<file path="config.mk">
export PLATFORM = sky130hd
export DESIGN_NAME = time_of_day_clock_with_alarms_flat
export DESIGN_NICKNAME = d
export VERILOG_FILES = /design/src/tdc_pkg.sv /design/src/tdc_ifs.sv /design/src/time_of_day_clock_with_alarms.sv /design/src/flat_wrapper.sv
export VERILOG_INCLUDE_DIRS = /design/src /design/src/src
export SDC_FILE = /design/constraint.sdc
export NUM_CORES = 1
export LEC_CHECK = 0
export ABC_AREA = 1
export BUFFER_PORTS_ARGS = -buffer_cell sky130_fd_sc_hd__buf_2
export CORE_MARGIN = 2
export CORE_UTILIZATION = 34
export CTS_BUF_LIST = sky130_fd_sc_hd__clkbuf_8
export DETAILED_ROUTE_END_ITERATION = 16
export PLACE_DENSITY_LB_ADDON = 0.15
export SLEW_MARGIN = 20
export SYNTH_ARGS = -nofsm -noshare
export SYNTH_HDL_FRONTEND = slang
export SYNTH_SLANG_ARGS = --single-unit
</file>
<file path="constraint.sdc">
create_clock -name clk -period 2.49 [get_ports clk]
set_input_delay 0.249 -clock clk [delete_from_list [all_inputs] [get_ports clk]]
set_output_delay 0.249 -clock clk [all_outputs]
set_load 0.1 [all_outputs]
</file>
<file path="src/time_of_day_clock_with_alarms_defines.svh">
// Assertion macros for the time-of-day clock.
`ifndef TIME_OF_DAY_CLOCK_WITH_ALARMS_DEFINES_SVH
`define TIME_OF_DAY_CLOCK_WITH_ALARMS_DEFINES_SVH

`ifndef SYNTH

// Consequent must hold in the cycle after the antecedent.
`define TDC_ASSERT_NEXT(label, clk, rst_n, ante, cons) \
    label: assert property (@(posedge clk) disable iff (!rst_n) (ante) |=> (cons)) \
        else $error("time of day clock: next-cycle check failed");

// Consequent must hold in the same cycle as the antecedent.
`define TDC_ASSERT_SAME(label, clk, rst_n, ante, cons) \
    label: assert property (@(posedge clk) disable iff (!rst_n) (ante) |-> (cons)) \
        else $error("time of day clock: same-cycle check failed");

`else

`define TDC_ASSERT_NEXT(label, clk, rst_n, ante, cons)
`define TDC_ASSERT_SAME(label, clk, rst_n, ante, cons)

`endif

`endif

</file>
<file path="src/tdc_pkg.sv">
// Shared constants and widths for the time-of-day clock.
`timescale 1ns / 1ps

package tdc_pkg;

    localparam int NUM_ALARMS = 3;
    localparam int ALARM_REGS = 3;
    localparam int MASK_W     = 3;

    localparam int HOUR_W  = 5;
    localparam int MIN_W   = 6;
    localparam int SEC_W   = 6;
    localparam int PRE_W   = 8;
    localparam int CFG_W   = 12;
    localparam int REG_IDX_W = 2;

    localparam logic [PRE_W-1:0]  PRESCALE_RESET = 8'h09;
    localparam logic [SEC_W-1:0]  LAST_SECOND    = 6'd59;
    localparam logic [MIN_W-1:0]  LAST_MINUTE    = 6'd59;
    localparam logic [HOUR_W-1:0] LAST_HOUR      = 5'd23;
    localparam logic [HOUR_W-1:0] HOURS_PER_DAY  = 5'd24;
    localparam logic [MIN_W-1:0]  MINS_PER_HOUR  = 6'd60;

    // Register indexes on the configuration port
    localparam logic [REG_IDX_W-1:0] REG_TICKS      = 2'd0;
    localparam logic [REG_IDX_W-1:0] REG_ALARM_BASE = 2'd1;

    // Alarm setting layout
    localparam int ALARM_EN_BIT = 11;
    localparam int ALARM_HR_LSB = 6;
    localparam int ALARM_MN_LSB = 0;

    // Command codes
    localparam logic OP_TICK     = 1'b0;
    localparam logic OP_SET_TIME = 1'b1;

endpackage

</file>
<file path="src/tdc_ifs.sv">
// Request and result channel interfaces for the time-of-day clock.
`timescale 1ns / 1ps

interface tdc_in_if;
    logic                        valid;
    logic                        ready;
    logic                        opcode;
    logic [tdc_pkg::HOUR_W-1:0]  new_hours;
    logic [tdc_pkg::MIN_W-1:0]   new_minutes;

    modport source (output valid, output opcode, output new_hours, output new_minutes,
                    input ready);
    modport sink   (input valid, input opcode, input new_hours, input new_minutes,
                    output ready);
endinterface

interface tdc_out_if;
    logic                        valid;
    logic                        ready;
    logic [tdc_pkg::HOUR_W-1:0]  hours_now;
    logic [tdc_pkg::MIN_W-1:0]   minutes_now;
    logic [tdc_pkg::SEC_W-1:0]   seconds_now;
    logic [tdc_pkg::MASK_W-1:0]  fired_mask;
    logic                        alarm_fired;
    logic                        minute_rolled;

    modport source (output valid, output hours_now, output minutes_now, output seconds_now,
                    output fired_mask, output alarm_fired, output minute_rolled,
                    input ready);
    modport sink   (input valid, input hours_now, input minutes_now, input seconds_now,
                    input fired_mask, input alarm_fired, input minute_rolled,
                    output ready);
endinterface

</file>
<file path="src/time_of_day_clock_with_alarms.sv">
// Time-of-day clock with three alarms: top level.
`timescale 1ns / 1ps
`include "time_of_day_clock_with_alarms_defines.svh"

// Each request (a tick or a set-time) updates the hours:minutes:seconds
// counters, a tick also the prescaler, and runs one alarm action, alternating
// between checking for matches and re-arming alarms whose time has passed.
// One request is taken every cycle; its result appears in the output register
// on the following cycle and the next request is accepted while that result
// waits, as long as the result is being taken. The rate is set by the
// update loop through the time and alarm state registers. The user must
// write alarm and prescaler registers through the configuration port only
// while no request is in flight; the block itself does not enforce this.
module time_of_day_clock_with_alarms (
    input  logic                            clk,
    input  logic                            rst_n,
    input  logic                            cfg_we,
    input  logic [tdc_pkg::REG_IDX_W-1:0]   cfg_index,
    input  logic [tdc_pkg::CFG_W-1:0]       cfg_data,
    tdc_in_if.sink                          cmd,
    tdc_out_if.source                       result
);

    logic [tdc_pkg::PRE_W-1:0]  ticks_reg;
    logic [tdc_pkg::CFG_W-1:0]  alarm_setting_reg [tdc_pkg::NUM_ALARMS];

    logic [tdc_pkg::PRE_W-1:0]  prescale_reg, prescale_next;
    logic [tdc_pkg::SEC_W-1:0]  second_reg, second_next;
    logic [tdc_pkg::MIN_W-1:0]  minute_reg, minute_next;
    logic [tdc_pkg::HOUR_W-1:0] hour_reg, hour_next;
    logic [tdc_pkg::NUM_ALARMS-1:0] done_reg, done_next;
    logic                       rearm_phase_reg;

    logic [tdc_pkg::NUM_ALARMS-1:0] fire;
    logic [tdc_pkg::MASK_W-1:0] mask_next;
    logic                       rolled_next;

    logic                       out_valid_reg;
    logic [tdc_pkg::HOUR_W-1:0] hours_now_reg;
    logic [tdc_pkg::MIN_W-1:0]  minutes_now_reg;
    logic [tdc_pkg::SEC_W-1:0]  seconds_now_reg;
    logic [tdc_pkg::MASK_W-1:0] fired_mask_reg;
    logic                       alarm_fired_reg;
    logic                       minute_rolled_reg;

    logic                       cmd_fire;

    assign cmd.ready = !out_valid_reg || result.ready;
    assign cmd_fire  = cmd.valid && cmd.ready;

    // Time update
    always_comb
    begin
        prescale_next = prescale_reg;
        second_next   = second_reg;
        minute_next   = minute_reg;
        hour_next     = hour_reg;
        rolled_next   = 1'b0;
        if (cmd.opcode == tdc_pkg::OP_SET_TIME)
        begin
            hour_next   = (cmd.new_hours >= tdc_pkg::HOURS_PER_DAY) ?
                          tdc_pkg::LAST_HOUR : cmd.new_hours;
            minute_next = (cmd.new_minutes >= tdc_pkg::MINS_PER_HOUR) ?
                          tdc_pkg::LAST_MINUTE : cmd.new_minutes;
            second_next = '0;
        end
        else if (prescale_reg != '0)
        begin
            prescale_next = prescale_reg - 1'b1;
        end
        else
        begin
            prescale_next = ticks_reg;
            if (second_reg == tdc_pkg::LAST_SECOND)
            begin
                second_next = '0;
                rolled_next = 1'b1;
                if (minute_reg == tdc_pkg::LAST_MINUTE)
                begin
                    minute_next = '0;
                    hour_next   = (hour_reg == tdc_pkg::LAST_HOUR) ? '0 : hour_reg + 1'b1;
                end
                else
                begin
                    minute_next = minute_reg + 1'b1;
                end
            end
            else
            begin
                second_next = second_reg + 1'b1;
            end
        end
    end

    // Alarm action against the updated time
    always_comb
    begin
        logic match;
        logic [tdc_pkg::HOUR_W-1:0] a_hour;
        logic [tdc_pkg::MIN_W-1:0]  a_min;
        mask_next = '0;
        for (int i = 0; i < tdc_pkg::NUM_ALARMS; i++)
        begin
            a_hour = alarm_setting_reg[i][tdc_pkg::ALARM_HR_LSB +: tdc_pkg::HOUR_W];
            a_min  = alarm_setting_reg[i][tdc_pkg::ALARM_MN_LSB +: tdc_pkg::MIN_W];
            match  = (a_hour == hour_next) && (a_min == minute_next);
            if (!rearm_phase_reg)
            begin
                fire[i]      = alarm_setting_reg[i][tdc_pkg::ALARM_EN_BIT] && !done_reg[i]
                               && match;
                done_next[i] = done_reg[i] || fire[i];
            end
            else
            begin
                fire[i]      = 1'b0;
                done_next[i] = done_reg[i] && match;
            end
            if (i < tdc_pkg::MASK_W)
                mask_next[i] = fire[i];
        end
    end

    // Configuration registers; alarms without a register stay zero
    always_ff @(posedge clk or negedge rst_n)
    begin
        if (!rst_n)
        begin
            ticks_reg <= tdc_pkg::PRESCALE_RESET;
            for (int i = 0; i < tdc_pkg::NUM_ALARMS; i++)
                alarm_setting_reg[i] <= '0;
        end
        else if (cfg_we)
        begin
            if (cfg_index == tdc_pkg::REG_TICKS)
                ticks_reg <= cfg_data[tdc_pkg::PRE_W-1:0];
            for (int i = 0; i < tdc_pkg::NUM_ALARMS; i++)
            begin
                if (i < tdc_pkg::ALARM_REGS &&
                    cfg_index == tdc_pkg::REG_ALARM_BASE + tdc_pkg::REG_IDX_W'(i))
                    alarm_setting_reg[i] <= cfg_data;
            end
        end
    end

    // Clock and alarm state
    always_ff @(posedge clk or negedge rst_n)
    begin
        if (!rst_n)
        begin
            prescale_reg    <= tdc_pkg::PRESCALE_RESET;
            second_reg      <= '0;
            minute_reg      <= '0;
            hour_reg        <= '0;
            done_reg        <= '0;
            rearm_phase_reg <= 1'b0;
        end
        else if (cmd_fire)
        begin
            prescale_reg    <= prescale_next;
            second_reg      <= second_next;
            minute_reg      <= minute_next;
            hour_reg        <= hour_next;
            done_reg        <= done_next;
            rearm_phase_reg <= !rearm_phase_reg;
        end
    end

    // Result register: hold until taken
    always_ff @(posedge clk or negedge rst_n)
    begin
        if (!rst_n)
            out_valid_reg <= 1'b0;
        else if (cmd_fire)
            out_valid_reg <= 1'b1;
        else if (result.ready)
            out_valid_reg <= 1'b0;
    end

    always_ff @(posedge clk)
    begin
        if (cmd_fire)
        begin
            hours_now_reg     <= hour_next;
            minutes_now_reg   <= minute_next;
            seconds_now_reg   <= second_next;
            fired_mask_reg    <= mask_next;
            alarm_fired_reg   <= |fire;
            minute_rolled_reg <= rolled_next;
        end
    end

    assign result.valid         = out_valid_reg;
    assign result.hours_now     = hours_now_reg;
    assign result.minutes_now   = minutes_now_reg;
    assign result.seconds_now   = seconds_now_reg;
    assign result.fired_mask    = fired_mask_reg;
    assign result.alarm_fired   = alarm_fired_reg;
    assign result.minute_rolled = minute_rolled_reg;

    `TDC_ASSERT_NEXT(a_rearm_never_fires, clk, rst_n, cmd_fire && rearm_phase_reg, fired_mask_reg == '0 && !alarm_fired_reg)
    `TDC_ASSERT_NEXT(a_phase_flips, clk, rst_n, cmd_fire, rearm_phase_reg != $past(rearm_phase_reg))
    `TDC_ASSERT_SAME(a_roll_zero_seconds, clk, rst_n, out_valid_reg && minute_rolled_reg, seconds_now_reg == '0)
    `TDC_ASSERT_NEXT(a_fired_marked_done, clk, rst_n, cmd_fire && (|fire), (done_reg & $past(fire)) == $past(fire))

endmodule

</file>
<file path="src/flat_wrapper.sv">
// flat-port wrapper written by rule: the top's interface ports become plain ports
module time_of_day_clock_with_alarms_flat 
  (clk, rst_n, cfg_we, cfg_index, cfg_data, cmd_valid, cmd_opcode, cmd_new_hours, cmd_new_minutes, cmd_ready, result_valid, result_hours_now, result_minutes_now, result_seconds_now, result_fired_mask, result_alarm_fired, result_minute_rolled, result_ready);
  tdc_in_if cmd_i ();
  tdc_out_if result_i ();
  input  logic clk;
  input  logic rst_n;
  input  logic cfg_we;
  input  logic [tdc_pkg::REG_IDX_W-1:0] cfg_index;
  input  logic [tdc_pkg::CFG_W-1:0] cfg_data;
  input wire logic [$bits(cmd_i.valid)-1:0] cmd_valid;
  input wire logic [$bits(cmd_i.opcode)-1:0] cmd_opcode;
  input wire logic [$bits(cmd_i.new_hours)-1:0] cmd_new_hours;
  input wire logic [$bits(cmd_i.new_minutes)-1:0] cmd_new_minutes;
  output wire logic [$bits(cmd_i.ready)-1:0] cmd_ready;
  output wire logic [$bits(result_i.valid)-1:0] result_valid;
  output wire logic [$bits(result_i.hours_now)-1:0] result_hours_now;
  output wire logic [$bits(result_i.minutes_now)-1:0] result_minutes_now;
  output wire logic [$bits(result_i.seconds_now)-1:0] result_seconds_now;
  output wire logic [$bits(result_i.fired_mask)-1:0] result_fired_mask;
  output wire logic [$bits(result_i.alarm_fired)-1:0] result_alarm_fired;
  output wire logic [$bits(result_i.minute_rolled)-1:0] result_minute_rolled;
  input wire logic [$bits(result_i.ready)-1:0] result_ready;
  assign cmd_i.valid = cmd_valid;
  assign cmd_i.opcode = cmd_opcode;
  assign cmd_i.new_hours = cmd_new_hours;
  assign cmd_i.new_minutes = cmd_new_minutes;
  assign cmd_ready = cmd_i.ready;
  assign result_valid = result_i.valid;
  assign result_hours_now = result_i.hours_now;
  assign result_minutes_now = result_i.minutes_now;
  assign result_seconds_now = result_i.seconds_now;
  assign result_fired_mask = result_i.fired_mask;
  assign result_alarm_fired = result_i.alarm_fired;
  assign result_minute_rolled = result_i.minute_rolled;
  assign result_i.ready = result_ready;
  time_of_day_clock_with_alarms u_core (.clk(clk), .rst_n(rst_n), .cfg_we(cfg_we), .cfg_index(cfg_index), .cfg_data(cfg_data), .cmd(cmd_i), .result(result_i));
endmodule
</file>
==> results.py <==
metrics = {
    "global_route": {
        "grt_pass1_vias": 4066,
        "grt.overflow.total": 0,
        "grt_antenna_before_repair": 0,
        "grt_pass1_wl_um": 21100,
        "grt_start_max_net_pins": 31,
        "grt.total_usage_pct": 16.8,
    },
    "yosys": {
        "ys_ff_latch": 96,
        "synth_area_um2": 5200,
        "synth.area.top_cells": "dfrtp_1 (34%), nand2_1 (13%), edfxtp_1 (13%)",
        "avgSynthCellArea_um2": 7.90,
        "synth-edff-count": 22,
        "postSynthCellCount": 658,
        "synth_ff_type": "dfrtp_1",
        "ys_types": 41,
        "yosys_warnings": 0,
        "synth-async-reset-ratio_pct": 77.1,
        "synth.net_count": 694,
        "yosys.area.top_type": "dfrtp_1",
        "synth_top_cell_area_share_pct": 33.7,
        "yosysSeqAreaShare_pct": 48.4,
    },
    "floorplan": {
        "core-area_um2": 15100,
        "initial_core_util_pct": 34.4,
        "die_h_um": 128,
        "dieArea_um2": 16300,
        "io_pins": 55,
        "die_w_um": 128,
        "rows": 45,
    },
    "cts": {
        "cts-htree-levels": 3,
        "clk_pin_slew_ps": 90,
        "clock-sinks": 96,
        "cts_tree": "built",
        "numCtsBuffers": 9,
        "clockBufferDepth": 2,
        "cts_root_buffer": "clkbuf_8",
        "clk_latency_ps": 380,
    },
    "placement": {
        "placed_cells": 900,
        "numPortBuffers": 54,
        "hpwl_um": 9960,
        "dp_slack_ps": 9.80,
        "gp_congestion": 0.887,
        "place_area_um2": 5750,
    },
    "finish": {
        "drive_gt1_share_pct": 22.4,
        "largest_reg_flops": 36,
        "utilization_pct": 41.0,
        "nNetsFinal": 771,
        "final_area_um2": 6190,
        "antennaDiodeCount": 0,
        "syn2layout_area_growth_pct": 19.2,
        "final_cells": 928,
    },
    "detailed_routing": {
        "wl_um": 13400,
        "drt_iter0_drc": 350,
        "drc": 0,
        "vias": 4497,
        "postRouteAntennaNets": 0,
        "dr.pass1.iters": 5,
        "viasPerCell": 4.85,
        "wl_per_cell_um": 14.4,
    },
    "power": {
        "combPwrFrac_pct": 30.4,
        "power.switching_mw": 1.74,
        "p_int_mw": 2.93,
        "powerDensity_nw_per_um2": 753,
        "ir_drop_mv": 0.233,
        "clkPwrFrac_pct": 24.8,
        "swShare_pct": 37.3,
        "pwr-share-seq_pct": 44.9,
        "power_mw": 4.67,
        "leakagePower_nw": 3.06,
    },
    "sta": {
        "fmax_mhz": 429,
        "fin_crit_ps": 2330,
        "tightest_slew_ps": 774,
        "report.final.setup_viol": 0,
        "skew_ps": 6.19,
        "relSlewSlack_pct": 48.3,
        "finalMaxSlewViolations": 0,
        "hold_viol": 0,
        "post-route-period-util_pct": 93.6,
        "setup_slack_ps": 160,
    },
    "worst_setup_path": {
        "end_kind": "flop",
        "crit_arrival_ps": 2580,
        "start_kind": "flop",
        "path_class": "reg2reg",
        "required_ps": 2740,
        "path_max_fanout": 11,
    },
    "job": {
        "cap_viol_max_count": 0,
    },
    "outcome": {
        "status": "finished, final reports clean",
    },
    "worst_hold_path": {
        "hold_path_class": "in2reg",
    },
}
## power groups by stage
stage / clock network (mW) / registers (mW) / logic [mW]
after floorplan: 0 / 2.26 / 0.831
after global placement: 0 / 2.12 / 1.31
after detailed placement: 0 / 2.12 / 1.32
after CTS: 1.19 / 2.09 / 1.32
after global routing: 1.26 / 2.12 / 1.59
final: 1.16 / 2.09 / 1.42
## area by class of cell
cell class	count	area (um2)
clock buffer	10	138
clock inverter	6	82.6
fill	1559	8900
inverter	98	368
multi-input combinational	447	2350
sequential	96	2520
tap	188	235
timing repair buffer	83	503
## Yosys cell counts, drive strengths merged (2+ instances only)
library cell  number
nor2              50
o211ai             2
dfstp              4
nor3               3
nand3             69
nand2            195
clkbuf            11
buf                7
nand4             13
o22ai              2
nand3b             8
edfxtp            22
xor2               2
a21oi             16
ha                 5
o21ai             74
inv               97
dfrtp             70
## cell usage in the layout, fill, tap and decap left out, drive strengths merged, types with 2 or more instances in the layout
cell type  synthesis  routed
nor3               3       3
o22ai              2       2
o21ai             74      74
nand3             69      69
bufinv             0       2
xor2               2       2
inv               97      99
edfxtp            22      22
buf                7      82
ha                 5       5
dfrtp             70      70
clkbuf            11      10
a21oi             16      16
nor2              50      51
clkinv             1       2
nand4             13      13
nand2            195     195
nand3b             8       8
o211ai             2       2
dfstp              4       4
## kinds of logic after synthesis
group,count (synthesis),synth area share [%]
AO/OA/AOI/OAI,100,10.2
adder cells (fa/ha/maj),5,1.20
AND/OR/NAND/NOR,339,31.0
buffers and inverters,116,8.88
flip-flops,96,48.4
XOR/XNOR,2,0.337
## per-stage QoR
step | hold WS, ps | TNS [ps]
detailed placement | 257 | 0
global route | 158 | -43.1
floorplan | -46.6 | 0
global placement | 246 | 0
CTS | 96.7 | 0
finish | 117 | 0
## critical path, cell delays in order (launching register included)
cell and delay (ps):
dfstp_2 380, inv_1 110, ha_2 200, nand2_2 90, nor2_8 170, buf_12 150, nand3_2 100, o21ai_4 240
nand2_4 100, nand2_1 70, nand3_1 60, nor2_1 110, nand2_1 110, nor2_4 150, nand2_1 80, nand3_1 80
## final timing paths
check / from / end / slack (ps) / cells after the start
max in group asynchronous: rst_n / u_core.ticks_reg[3] / 1350 / 3
worst min register to register: u_core.ticks_reg[1] / u_core.ticks_reg[1] / 490 / 2
worst min-delay path: result_ready / u_core.result.valid / 120 / 4
worst max register to register: u_core.prescale_reg[0] / u_core.result.alarm_fired / 160 / 15
worst max-delay path: u_core.prescale_reg[0] / u_core.result.alarm_fired / 160 / 15
min in group asynchronous: rst_n / u_core.alarm_setting_reg[13] / 360 / 2
## metal layers
layer | part of all wire, % | up-vias | GRT usage (%)
li1 | - | 2284 | -
met1 | 51 | 2091 | 24.7
met2 | 43 | 101 | 24.7
met3 | 3.7 | 21 | 2.26
met4 | 2.6 | 0 | 7.37
met5 | 0 | - | 0
## timing repair
item | in CTS | in global routing
endpoints found under the setup margin | 0 | 7
endpoints found under the hold margin | 18 | 0
buffers inserted | 0 | 10
gates resized for setup | 0 | 28
hold buffers | 1 | 0
Power figures use the tool's default switching activity.
